===== config.mk =====
export PLATFORM = sky130hd
export DESIGN_NAME = bxt_controller
export DESIGN_NICKNAME = d
export VERILOG_FILES = /design/src/sv/bxt_pkg.sv /design/src/sv/bxt_controller.sv
export SDC_FILE = /design/constraint.sdc
export NUM_CORES = 1
export LEC_CHECK = 0
export ABC_AREA = 0
export BUFFER_PORTS_ARGS = -buffer_cell sky130_fd_sc_hd__buf_4
export CAP_MARGIN = 10
export CORE_ASPECT_RATIO = 0.8
export CORE_MARGIN = 2
export CORE_UTILIZATION = 50
export CTS_CLUSTER_DIAMETER = 50
export DETAILED_ROUTE_END_ITERATION = 7
export GPL_ROUTABILITY_DRIVEN = 0
export PLACE_DENSITY = 0.74
export REMOVE_ABC_BUFFERS = 1
export SLEW_MARGIN = 10
export SYNTH_ARGS = -nofsm -noshare
export SYNTH_HDL_FRONTEND = slang
export SYNTH_SLANG_ARGS = --single-unit

===== constraint.sdc =====
create_clock -name clock -period 4.8 [get_ports clock]
set_input_delay 0.48 -clock clock [delete_from_list [all_inputs] [get_ports clock]]
set_output_delay 0.48 -clock clock [all_outputs]
set_load 0.005 [all_outputs]

===== src/sv/bxt_pkg.sv =====
// bxt_pkg: shared constants, request and status codes, and the command and
// flag structs between the trie controller and the trie datapath
// depends on nothing
`default_nettype none

package bxt_pkg;

   // default sizes for the top level and datapath parameters
   localparam int KEY_BITS_DEF   = 32;
   localparam int POOL_NODES_DEF = 4096;
   localparam int TALLY_BITS_DEF = 16;

   // fixed payload widths
   localparam int REQ_W    = 3;
   localparam int STATUS_W = 2;
   localparam int WORD_W   = 32;

   // request codes
   localparam logic [REQ_W-1:0] REQ_INSERT = 3'd0;
   localparam logic [REQ_W-1:0] REQ_REMOVE = 3'd1;
   localparam logic [REQ_W-1:0] REQ_MAX    = 3'd2;
   localparam logic [REQ_W-1:0] REQ_MIN    = 3'd3;
   localparam logic [REQ_W-1:0] REQ_COUNT  = 3'd4;

   // status codes
   localparam logic [STATUS_W-1:0] ST_OK       = 2'd0;
   localparam logic [STATUS_W-1:0] ST_FULL     = 2'd1;
   localparam logic [STATUS_W-1:0] ST_NOTFOUND = 2'd2;
   localparam logic [STATUS_W-1:0] ST_EMPTY    = 2'd3;

   // datapath operations, one per cycle, OP_NONE while the controller waits or stalls
   typedef enum logic [3:0] {
      OP_NONE,
      OP_LOAD,
      OP_CHECK,
      OP_INS_LINK,
      OP_INS_TALLY,
      OP_INS_NEW,
      OP_REM_LINK,
      OP_REM_UP_RD,
      OP_REM_UP_WR,
      OP_EXT_LINK,
      OP_CNT_LINK,
      OP_CNT_ADD,
      OP_CNT_FIN,
      OP_EMIT
   } op_type;

   typedef struct packed {
      op_type op;
   } cmd_type;

   typedef struct packed {
      logic [REQ_W-1:0] req;
      logic             full;
      logic             empty;
      logic             thr_wide;
      logic             lvl_last;
      logic             lvl_top;
      logic             child_null;
      logic             ext_null;
      logic             next_null;
   } flags_type;

endpackage

`default_nettype wire


===== src/sv/bxt_controller.sv =====
// bxt_controller: request sequencer and result handshake
// depends on bxt_pkg
`default_nettype none

module bxt_controller (
   input  logic               clock,
   input  logic               reset,
   input  logic               req_valid,
   output logic               req_ready,
   input  logic               rsp_ready,
   output logic               rsp_valid,
   input  bxt_pkg::flags_type flags,
   output bxt_pkg::cmd_type   cmd
);

   typedef enum logic [14:0] {
      S_IDLE      = 15'h0001,
      S_START     = 15'h0002,
      S_INS_LINK  = 15'h0004,
      S_INS_TALLY = 15'h0008,
      S_INS_NEW   = 15'h0010,
      S_REM_LINK  = 15'h0020,
      S_REM_WAIT  = 15'h0040,
      S_REM_UP_RD = 15'h0080,
      S_REM_UP_WR = 15'h0100,
      S_EXT_LINK  = 15'h0200,
      S_EXT_WAIT  = 15'h0400,
      S_CNT_LINK  = 15'h0800,
      S_CNT_ADD   = 15'h1000,
      S_CNT_FIN   = 15'h2000,
      S_DONE      = 15'h4000
   } state_type;

   state_type state_ff, state_in;
   logic      rsp_valid_ff, rsp_valid_in;
   logic      slot_free;

   assign slot_free = !rsp_valid_ff || rsp_ready;
   assign req_ready = (state_ff == S_IDLE);
   assign rsp_valid = rsp_valid_ff;

   always_comb begin
      state_in     = state_ff;
      cmd.op       = bxt_pkg::OP_NONE;
      rsp_valid_in = rsp_valid_ff && !rsp_ready;
      case (state_ff)
         S_IDLE: begin
            if (req_valid) begin
               cmd.op   = bxt_pkg::OP_LOAD;
               state_in = S_START;
            end
         end
         S_START: begin
            cmd.op = bxt_pkg::OP_CHECK;
            case (flags.req)
               bxt_pkg::REQ_INSERT: state_in = flags.full ? S_DONE : S_INS_LINK;
               bxt_pkg::REQ_REMOVE: state_in = S_REM_LINK;
               bxt_pkg::REQ_MAX,
               bxt_pkg::REQ_MIN:    state_in = flags.empty ? S_DONE : S_EXT_LINK;
               bxt_pkg::REQ_COUNT:  state_in = flags.thr_wide ? S_DONE : S_CNT_LINK;
               default:             state_in = S_DONE;
            endcase
         end
         S_INS_LINK: begin
            cmd.op   = bxt_pkg::OP_INS_LINK;
            state_in = flags.child_null ? S_INS_NEW : S_INS_TALLY;
         end
         S_INS_TALLY: begin
            cmd.op   = bxt_pkg::OP_INS_TALLY;
            state_in = flags.lvl_last ? S_DONE : S_INS_LINK;
         end
         S_INS_NEW: begin
            cmd.op   = bxt_pkg::OP_INS_NEW;
            state_in = flags.lvl_last ? S_DONE : S_INS_LINK;
         end
         S_REM_LINK: begin
            cmd.op = bxt_pkg::OP_REM_LINK;
            if (flags.child_null)    state_in = S_DONE;
            else if (flags.lvl_last) state_in = S_REM_UP_RD;
            else                     state_in = S_REM_WAIT;
         end
         S_REM_WAIT:  state_in = S_REM_LINK;
         S_REM_UP_RD: begin
            cmd.op   = bxt_pkg::OP_REM_UP_RD;
            state_in = S_REM_UP_WR;
         end
         S_REM_UP_WR: begin
            cmd.op   = bxt_pkg::OP_REM_UP_WR;
            state_in = flags.lvl_top ? S_DONE : S_REM_UP_RD;
         end
         S_EXT_LINK: begin
            cmd.op   = bxt_pkg::OP_EXT_LINK;
            state_in = (flags.ext_null || flags.lvl_last) ? S_DONE : S_EXT_WAIT;
         end
         S_EXT_WAIT:  state_in = S_EXT_LINK;
         S_CNT_LINK: begin
            cmd.op   = bxt_pkg::OP_CNT_LINK;
            state_in = S_CNT_ADD;
         end
         S_CNT_ADD: begin
            cmd.op = bxt_pkg::OP_CNT_ADD;
            if (flags.next_null)     state_in = S_DONE;
            else if (flags.lvl_last) state_in = S_CNT_FIN;
            else                     state_in = S_CNT_LINK;
         end
         S_CNT_FIN: begin
            cmd.op   = bxt_pkg::OP_CNT_FIN;
            state_in = S_DONE;
         end
         S_DONE: begin
            if (slot_free) begin
               cmd.op       = bxt_pkg::OP_EMIT;
               rsp_valid_in = 1'b1;
               state_in     = S_IDLE;
            end
         end
         default: state_in = S_IDLE;
      endcase
   end

   always_ff @(posedge clock) begin
      if (reset) begin
         state_ff     <= S_IDLE;
         rsp_valid_ff <= 1'b0;
      end else begin
         state_ff     <= state_in;
         rsp_valid_ff <= rsp_valid_in;
      end
   end

endmodule

`default_nettype wire


# ---- Word level (Yosys, flattened, before mapping)
# Index checks and enable logic that the tools add are counted.
dict set report word_totals {
  register_bits 16
  input_bits 15
  out_inout_bits 6
  elab_cells 52
}
dict set report classes {
  n_eq_ne 21
  mux 20
  n_reduce_logical 9
}
# cell n
set ops {}
lappend ops {{case mux 15 bit (14 select lines)} 1}
lappend ops {{2-to-1 mux 15 bit} 10}
lappend ops {{case mux 15 bit (4 select lines)} 1}
lappend ops {{case mux 4 bit (13 select lines)} 1}
lappend ops {{equality test 15 x 1 -> 1 bit, second input constant} 1}
lappend ops {{equality test 15 x 10 -> 1 bit, second input constant} 1}
lappend ops {{equality test 15 x 11 -> 1 bit, second input constant} 1}
lappend ops {{equality test 15 x 12 -> 1 bit, second input constant} 1}
lappend ops {{equality test 15 x 13 -> 1 bit, second input constant} 1}
lappend ops {{equality test 15 x 14 -> 1 bit, second input constant} 1}
lappend ops {{equality test 15 bit, second input constant} 1}
lappend ops {{equality test 15 x 2 -> 1 bit, second input constant} 1}
lappend ops {{equality test 15 x 3 -> 1 bit, second input constant} 1}
lappend ops {{equality test 15 x 4 -> 1 bit, second input constant} 1}
lappend ops {{equality test 15 x 5 -> 1 bit, second input constant} 1}
lappend ops {{equality test 15 x 6 -> 1 bit, second input constant} 1}
lappend ops {{equality test 15 x 7 -> 1 bit, second input constant} 1}
lappend ops {{equality test 15 x 8 -> 1 bit, second input constant} 1}
lappend ops {{equality test 15 x 9 -> 1 bit, second input constant} 1}
lappend ops {{2-to-1 mux 14 bit} 1}
lappend ops {{2-to-1 mux 8 bit} 1}
lappend ops {{equality test 3 x 2 -> 1 bit, second input constant} 2}
lappend ops {{2-to-1 mux 5 bit} 1}
lappend ops {{2-to-1 mux 4 bit} 1}
lappend ops {{other kinds (10)} 16}

# ---- Longest topological paths before layout
# Gate-level depths: netlist (run 1).
dict set report logic_depth {
  ltp_word 4
  mapped_depth 5
  ltp_nobuf 5
}

# ---- Worst setup path before layout (run 1)
# No wires, ideal clock.
dict set report synth_timing {
  path_type {register to output}
  from {reg state_ff[8]}
  to {out cmd[0] in the netlist's numbering}
  arrival_ns 1.885
  required_time_ns 4.320
  path_slack_ns 2.435
  stages_incl_launch_ff 6
  path_buffers 0
  cell_sequence {dfxtp_1 or4_4 or3_1 or4_1 and4_1 nand4_1}
}
# item line
set synth_lines {}
lappend synth_lines {{from (decl)} bxt_controller.sv:34} ;# state_type state_ff, state_in;
lappend synth_lines {{from (signal assigned)} bxt_controller.sv:126} ;# state_ff <= state_in;
lappend synth_lines {{to (decl)} bxt_controller.sv:13} ;# output bxt_pkg::cmd_type cmd

==> results of run 1 <==
[area by class of cell]
type / instances / area, um2
Multi-Input combinational cell: 108 / 676
Tap cell: 24 / 30.0
Fill cell: 175 / 672
Timing Repair Buffer: 20 / 150
Clock buffer: 4 / 36.3
Inverter: 2 / 7.51
Sequential cell: 16 / 320
[power by group through the flow]
| stage | Sequential, uW | Clock [uW] | Combinational, uW |
|---|---|---|---|
| after floorplan | 140 | 0 | 22.9 |
| after global placement | 140 | 0 | 45.2 |
| after detailed placement | 140 | 0 | 45.8 |
| after CTS | 137 | 94.2 | 46.2 |
| after global routing | 138 | 101 | 50.8 |
| final | 137 | 92.9 | 46.7 |
[through the flow]
step	setup WS (ns)	cell area [um2]	cells
after detailed placement	2.20	1180	170
after global routing	1.69	1220	174
final	1.85	1220	174
after floorplan	2.44	1000	126
after global placement	2.25	1180	170
after CTS	1.85	1220	174
[registers in the layout, indices dropped and copies added (netlist names)]
name and flops:
state_ff 15, rsp_valid 1
[worst register-to-register path, delay by kind of cell, from the launching register on]
kind | cells | cell delay (ns)
and+or+nand+nor | 3 | 1.35
AOI/OAI and AO/OA | 2 | 0.55
DFF | 1 | 0.40
[cells in the mapped netlist (all sizes together)]
library cell	count	area share [%]
o32a	2	2.0
nand2	11	4.1
a21o	2	1.5
a221o	1	0.99
and2	1	0.62
clkbuf	1	0.37
a31oi	2	1.2
nand4	2	1.2
and3b	1	0.87
a41oi	1	0.87
nor2	14	5.2
o41a	1	1.1
o21ai	4	2.0
or4b	1	0.99
nand3	8	4.0
nand2b	5	3.1
nor3	7	3.5
nor3b	1	0.74
or4	5	4.5
and4	1	0.87
inv	2	0.74
and3	1	0.62
nor4b	4	3.5
buf	1	0.37
or2	3	1.9
nor2b	5	3.1
a2bb2oi	1	0.87
xnor2	2	1.7
nand3b	1	0.74
or3	3	1.9
nand4b	1	0.87
a21boi	1	0.74
dfxtp	16	32
a32oi	1	0.87
nor4	8	6.2
xor2	1	0.87
a21oi	4	2.0
a311o	1	0.99
a2111oi	1	0.87
[how the worst max path moves through the flow]
stage	from	end	slack [ns]	depth (start not counted)
finish	state_ff[4]	cmd[0]	1.85	6
global route	state_ff[4]	cmd[0]	1.69	6
CTS	state_ff[4]	cmd[0]	1.85	6
detailed placement	state_ff[4]	cmd[0]	2.20	6
global placement	state_ff[4]	cmd[0]	2.25	6
floorplan	state_ff[8]	cmd[0]	2.44	5
[routing by layer]
layer | global-route usage (%) | wire length [um] | up-vias
met3 | 8.11 | 233 | 6
met5 | 0 | 0 | -
met1 | 35.8 | 1230 | 524
li1 | - | - | 537
met2 | 39.0 | 1240 | 57
met4 | 6.50 | 29 | 0
[logic make-up (layout without fill, tap and decap cells)]
logic type	after synthesis	count (layout)	synth area share, %
flops	16	16	31.7
buf+inv	4	26	1.48
compound gates	22	22	16.0
simple gates	83	83	48.3
xor+xnor	3	3	2.60
==> results_dict.tcl, run 1 <==
set metrics [dict create \
    start_kind "register" \
    reg2regPathDepth 5 \
    clkTransAtPathRegs_ns 0.10 \
    fin_total_pwr_uw 277 \
    whs_path_depth 2 \
    finalCoreUtilization_pct 64.5 \
    p_leak_uw 0.000495 \
    tns_ns 0 \
    route.detailed.drc 0 \
    seq_area_frac_synth_pct 31.7 \
    cts_tree "yes" \
    power_per_cell_area_nw_per_um2 227 \
    setup_viol 0 \
    slew_viol_final 0 \
    clockPowerShare_pct 33.5 \
    worst_path_dominant_cell_family "simple AND/OR/NAND/NOR gates" \
    crit_top_cell "nand2_1" \
    clock.fmax_ghz 0.338 \
    syn-cell-area_um2 1010 \
    drt-initial-drc-count 56 \
    clock_skew_ns 0.00565 \
    htree_levels 1 \
    cts_setup_buffers 0 \
    syn2layout_area_growth_pct 20.7 \
    hold_viol 0 \
    cp_data_required_time_ns 4.32 \
    critPathMaxStageDelay_ns 0.64 \
    die_h_um 44.2 \
    grt_pass1_wl_mm 4.45 \
    cts_resized 0 \
    cts_hold_buf 0 \
    finalCritPeriodShare_pct 61.5 \
    wl_per_cell_um 15.7 \
    period_needed_ns 2.95 \
    hold_ws_ns 0.343 \
    grt-ovfl-total 0 \
    cp_max_fo 5 \
    p_comb_share_pct 16.9 \
    final_common_cell "buf_4" \
    grt_start_max_net_pins 17 \
    dp_hpwl_mm 2.12 \
    final_cell_mix "20 x buf_4, 16 x dfxtp_1, 14 x nor2_1, 11 x nand2_1, 8 x nand3_1" \
    p_switching_uw 73.6 \
    hold-path-endpoint "state_ff[10]" \
    vias 1124 \
    die_x_um 54.3 \
    p_seq_share_pct 49.6 \
    r2r-start "state_ff[4]" \
    clock-sinks 16 \
    rows 14 \
    numPortBuffers 20 \
    worst-path-buf-inv 1 \
    cp_slowest_cell "nor4_1" \
    worstHoldStart "flags[1]" \
    fp.coreArea_um2 1890 \
    relSlewSlack_pct 55.7 \
    p_int_uw 203 \
    grt.total_usage_pct 25.8 \
    ios 21 \
    layout-drive-gt1-share_pct 21.3 \
    drv_cap 0 \
    grt_pass1_vias 968 \
    avgSynthCellArea_um2 7.90 \
    peakVddDrop_uv 195 \
    arrival_ns 2.47 \
    rsz0062_at_grt "no" \
    dr.pass1.iters 4 \
    vias_per_cell 6.46 \
    clock_latency_ns 0.30 \
    start_util_pct 53.4 \
    fin_nets 166 \
    path_class "reg2out" \
    clock_tree.root_cell "clkbuf_4" \
    synth_cell_type_count 41 \
    status "completed" \
    min_path_type "in2reg" \
    worst_setup_path_end_kind "output pin" \
    syn_inst 128 \
    path_cells "nor4_2 -> nand2_1 -> nor4_1 -> nand2_1 -> nand4_1 -> buf_4" \
    reg2reg_to "state_ff[0]" \
    ant_nets 0 \
    diodes 0 \
    yosysWarnings 0 \
    antenna_found_initial 0 \
    cts_made_buffers 3 \
    r2r_slack_ns 2.40 \
    ys_seq_elements 16 \
    swShare_pct 26.6 \
    die-area_um2 2400 \
    worstMarginPinSlew_ns 0.658 \
    drt-total-wl_mm 2.74 \
    cts_buffer_depth 2 \
]
No activity file was read; power rests on OpenSTA's default activity.
==> run 2: changes to the inputs <==
- CORE_UTILIZATION: 50 -> 48
- clock period: 4.8 -> 2.4 ns (I/O delays scaled with it)
==> run 2 against run 1 <==
Net effect: the run now ends with negative setup slack left; sequential power is 99% higher; clock skew increased by 0.0094 ns; die area increased by 3.8%; sequential share of layout area decreased by 1.2 points; count of clock-buffer cells in the layout did not move; final cell count is 4.0% higher; worst hold slack worse by 0.23 ns; final area grew 7.7%; utilization increased by 3.7 points; global-route usage decreased by 1.3 points; highest routed layer unchanged.
==> results_dict.tcl, run 2 (synthesis results as in run 1) <==
set metrics [dict create \
    relSlewSlack_pct 65.9 \
    worstHoldStart "flags[1]" \
    p_int_uw 415 \
    clockPowerShare_pct 32.7 \
    layout-drive-gt1-share_pct 29.3 \
    dp_hpwl_mm 2.15 \
    start_kind "register" \
    p_switching_uw 151 \
    start_util_pct 52.5 \
    whs_path_depth 2 \
    fp.coreArea_um2 1930 \
    rows 14 \
    grt_start_max_net_pins 17 \
    route.detailed.drc 0 \
    antenna_found_initial 0 \
    diodes 0 \
    hold_viol 0 \
    finalCritPeriodShare_pct 108 \
    grt-ovfl-total 0 \
    path_class "reg2out" \
    period_needed_ns 2.60 \
    final_cell_mix "26 x buf_4, 14 x nor2_1, 13 x dfxtp_1, 11 x nand2_1" \
    grt.total_usage_pct 24.5 \
    critPathMaxStageDelay_ns 0.57 \
    cts_tree "yes" \
    clock_tree.root_cell "clkbuf_4" \
    p_comb_share_pct 19.0 \
    path_cells "or4_4 -> or3_4 -> or4_1 -> and4_1 -> nand4_1 -> buf_4" \
    clkTransAtPathRegs_ns 0.11 \
    die-area_um2 2490 \
    peakVddDrop_uv 307 \
    min_path_type "in2reg" \
    regMostFlops "state_ff" \
    syn2layout_area_growth_pct 30.0 \
    vias_per_cell 6.43 \
    clock_skew_ns 0.0151 \
    clock.fmax_ghz 0.384 \
    regArea_um2 329 \
    power_per_cell_area_nw_per_um2 430 \
    cts_made_buffers 3 \
    reg2reg_to "state_ff[14]" \
    cp_max_fo 4 \
    fin_nets 173 \
    worstMarginPinSlew_ns 0.507 \
    reg2regPathDepth 5 \
    numPortBuffers 20 \
    slew_viol_final 0 \
    dp.cells 174 \
    dr.pass1.iters 4 \
    drt-total-wl_mm 2.93 \
    setup_viol 4 \
    clock-sinks 16 \
    ios 21 \
    wl_per_cell_um 16.2 \
    die_x_um 55.3 \
    finalCoreUtilization_pct 68.2 \
    vias 1163 \
    r2r_slack_ns 0.14 \
    largest_register_ffs 15 \
    cts_buffer_depth 2 \
    final_common_cell "buf_4" \
    p_seq_share_pct 48.3 \
    p_leak_uw 0.000541 \
    grt_pass1_wl_mm 4.73 \
    cp_slowest_cell "or4_4" \
    r2r-start "state_ff[8]" \
    cts_hold_buf 0 \
    die_h_um 45.1 \
    nFillCells 157 \
    violations "negative setup slack" \
    clock_latency_ns 0.30 \
    htree_levels 1 \
    ant_nets 0 \
    worst_setup_path_end_kind "output pin" \
    multi_input_area_um2 704 \
    hold-path-endpoint "state_ff[10]" \
    swShare_pct 26.6 \
    stdcell_count 181 \
    setup_slack_ns -0.202 \
    drv_cap 0 \
    drt-initial-drc-count 55 \
    arrival_ns 2.36 \
    grt_pass1_vias 1051 \
    rsz0062_at_grt "yes" \
    cp_data_required_time_ns 2.16 \
    status "finished, violations left" \
]
run 2: critical path: cells and delay by family (launching register included):
kind	cells	cell delay [ns]
AND/OR/NAND/NOR	5	1.60
flip-flops	1	0.36
buffers and inverters	1	0.11
run 2: through the flow:
| stage | power, uW | cell area (um2) | worst slack [ns] | hold WS [ns] | setup TNS (ns) |
|---|---|---|---|---|---|
| after CTS | 563 | 1290 | -0.180 | 0.110 | -0.410 |
| after floorplan | 325 | 1000 | 0.275 | 0.309 | 0 |
| after global routing | 584 | 1310 | -0.263 | 0.118 | -0.783 |
| after detailed placement | 382 | 1210 | 0.0711 | 0.419 | 0 |
| after global placement | 381 | 1210 | 0.146 | 0.424 | 0 |
| final | 565 | 1310 | -0.202 | 0.111 | -0.593 |
run 2: cell type report:
class                           count  area share [%]
Tap cell                           24            2.29
Timing Repair Buffer               27            15.7
Inverter                            2           0.571
Clock buffer                        4            2.76
Sequential cell                    16            25.0
Multi-Input combinational cell    108            53.6
run 2: repair_timing:
action                                  in CTS  in global routing
gates resized for setup                      7                  5
endpoints found under the setup margin       4                  4
setup buffers                                3                  0
pin swaps                                    1                  2
run 2: metal layers:
layer | routed length (um) | up-vias | track usage [%]
met4 | 17 | 0 | 4.88
met1 | 1320 | 526 | 31.4
li1 | - | 555 | -
met5 | 0 | - | 0
met2 | 1310 | 78 | 43.1
met3 | 274 | 4 | 6.02
run 2: how the worst max path moves through the flow:
stage                     cells past startpoint  slack (ns)      to        start
after floorplan                               5        0.28  cmd[0]  state_ff[8]
after global placement                        6        0.15  cmd[0]  state_ff[8]
after detailed placement                      6        0.07  cmd[0]  state_ff[8]
after CTS                                     6       -0.18  cmd[0]  state_ff[9]
after global routing                          6       -0.26  cmd[0]  state_ff[8]
final                                         6       -0.20  cmd[0]  state_ff[8]
run 2: power by group through the flow:
stage	combinational, uW	sequential (uW)	clock [uW]
after floorplan	45.7	280	0
after global placement	99.7	281	0
after detailed placement	101	281	0
after CTS	104	273	186
after global routing	116	273	195
final	107	273	185
==> run 3: changes to the inputs <==
- CORE_UTILIZATION: 48 -> 30
- PLACE_DENSITY: 0.74 -> unset
- REMOVE_ABC_BUFFERS: 1 -> unset
- clock period: 2.4 -> 2.2 ns (I/O delays scaled with it)
==> run 3 against run 2 <==
Net effect: the flow still finishes with violations (negative setup slack); sequential share of layout area decreased by 4.0 points; final cell count up 19%; sequential cell count unchanged; clock power increased by 42%.
==> results_dict.tcl, run 3 (synthesis results as in run 1) <==
set metrics [dict create \
    cp_slowest_cell "or4_4" \
    wl_per_cell_um 15.3 \
    die_h_um 55.9 \
    fin_nets 191 \
    grt.total_usage_pct 17.6 \
    start_util_pct 32.1 \
    reg2regPathDepth 6 \
    vias_per_cell 5.52 \
    cp_data_required_time_ns 1.98 \
    diodes 0 \
    final_cell_mix "42 x buf_4, 14 x nor2_1, 13 x dfxtp_1, 11 x nand2_1" \
    arrival_ns 2.22 \
    start_kind "register" \
    hold_viol 0 \
    ios 21 \
    dr.pass1.iters 4 \
    cp_max_fo 3 \
    multi_input_area_um2 754 \
    relSlewSlack_pct 59.8 \
    stdcell_count 215 \
    dp.cells 204 \
    clock.fmax_ghz 0.409 \
    die_x_um 68.9 \
    p_leak_uw 0.000657 \
    htree_levels 1 \
    clock_tree.root_cell "clkbuf_8" \
    regMostFlops "state_ff" \
    path_cells "or4_4 -> or3_4 -> or4_1 -> and4_1 -> nand4_1 -> buf_4" \
    drt-total-wl_mm 3.29 \
    rows 18 \
    ant_nets 0 \
    dp_hpwl_mm 2.44 \
    min_path_type "in2reg" \
    power_per_cell_area_nw_per_um2 460 \
    grt_start_max_net_pins 17 \
    worst_setup_path_end_kind "output pin" \
    clock_skew_ns 0.00179 \
    critPathMaxStageDelay_ns 0.54 \
    design_area_um2 1540 \
    drt-initial-drc-count 45 \
    setup_slack_ns -0.245 \
    violations "negative setup slack" \
    grt-ovfl-total 0 \
    syn2layout_area_growth_pct 52.4 \
    cts_buffer_depth 2 \
    place_area_um2 1340 \
    peakVddDrop_uv 413 \
    rsz0062_at_grt "yes" \
    worstHoldStart "flags[1]" \
    cts_tree "yes" \
    clock_latency_ns 0.25 \
    slew_viol_final 0 \
    setup_viol 7 \
    cts_made_buffers 3 \
    cts_hold_buf 0 \
    clock-sinks 16 \
    largest_register_ffs 15 \
    die-area_um2 3850 \
    fp.coreArea_um2 3150 \
    final_common_cell "buf_4" \
    period_needed_ns 2.44 \
    path_class "reg2out" \
    numPortBuffers 20 \
    route.detailed.drc 0 \
    antenna_found_initial 0 \
    whs_path_depth 2 \
    worst-path-buf-inv 1 \
    vias 1186 \
    grt_pass1_vias 1111 \
    nFillCells 321 \
    r2r_slack_ns -0.08 \
    finalCritPeriodShare_pct 111 \
    drv_cap 0 \
    hold_ws_ns 0.144 \
    worst_path_dominant_cell_family "simple AND/OR/NAND/NOR gates" \
    hold-path-endpoint "state_ff[10]" \
    clkTransAtPathRegs_ns 0.06 \
    status "finished, violations left" \
    r2r-start "state_ff[10]" \
    layout-drive-gt1-share_pct 40.6 \
    synth_fp_nets 143 \
    worstMarginPinSlew_ns 0.595 \
    reg2reg_to "state_ff[14]" \
    regArea_um2 324 \
    grt_pass1_wl_mm 5.11 \
]
run 3: report_power, final:
group / internal (uW) / switching (uW)
combinational: 80.0 / 65.6
clock: 159 / 104
sequential: 294 / 5.74
total: 533 / 175
run 3: final cells by class:
class	instances	area share, %
clock buffer	4	3.57
inverter	2	0.487
multi-input combinational	108	49.0
sequential	16	21.0
tap	40	3.25
timing repair buffer	45	22.7
run 3: repair_timing:
action | in CTS | in global routing
hold endpoints to repair | 0 | 0
setup buffers | 2 | 5
gates resized for setup | 13 | 9
endpoints found under the setup margin | 5 | 7
pin swaps | 4 | 7
run 3: stage by stage:
stage / total power, uW / utilization (%) / setup TNS (ns) / worst slack [ns]
6_report: 709 / 48.8 / -0.935 / -0.245
5_1_grt: 739 / 48.8 / -1.48 / -0.314
4_1_cts: 705 / 46.4 / -0.824 / -0.241
3_5_place_dp: 429 / 42.5 / -0.0400 / -0.0220
3_3_place_gp: 427 / 42.5 / -0.000909 / -0.000909
2_1_floorplan: 359 / - / 0 / 0.0904
run 3: worst max-delay path by stage:
stage / start / end / slack [ns] / cells past startpoint
detailed placement: state_ff[8] / state_ff[0] / -0.02 / 6
floorplan: state_ff[8] / state_ff[14] / 0.09 / 5
global route: state_ff[10] / cmd[0] / -0.31 / 6
finish: state_ff[10] / cmd[0] / -0.24 / 6
global placement: state_ff[8] / state_ff[0] / -0.0009 / 6
CTS: state_ff[10] / cmd[0] / -0.24 / 6
run 3: worst register-to-register path: stages, from the launching register on:
cell	delay, ns
dfxtp_2	0.32
or4_4	0.54
or3_4	0.36
or4_4	0.54
buf_6	0.14
a21o_1	0.15
a31oi_1	0.17
run 3: metal layers:
metal	up-vias	part of all wire, %	GRT usage [%]
met5	-	0	0
met4	0	2.4	7.00
met3	10	5.0	5.87
met2	33	46	25.1
met1	560	46	24.0
li1	583	-	-
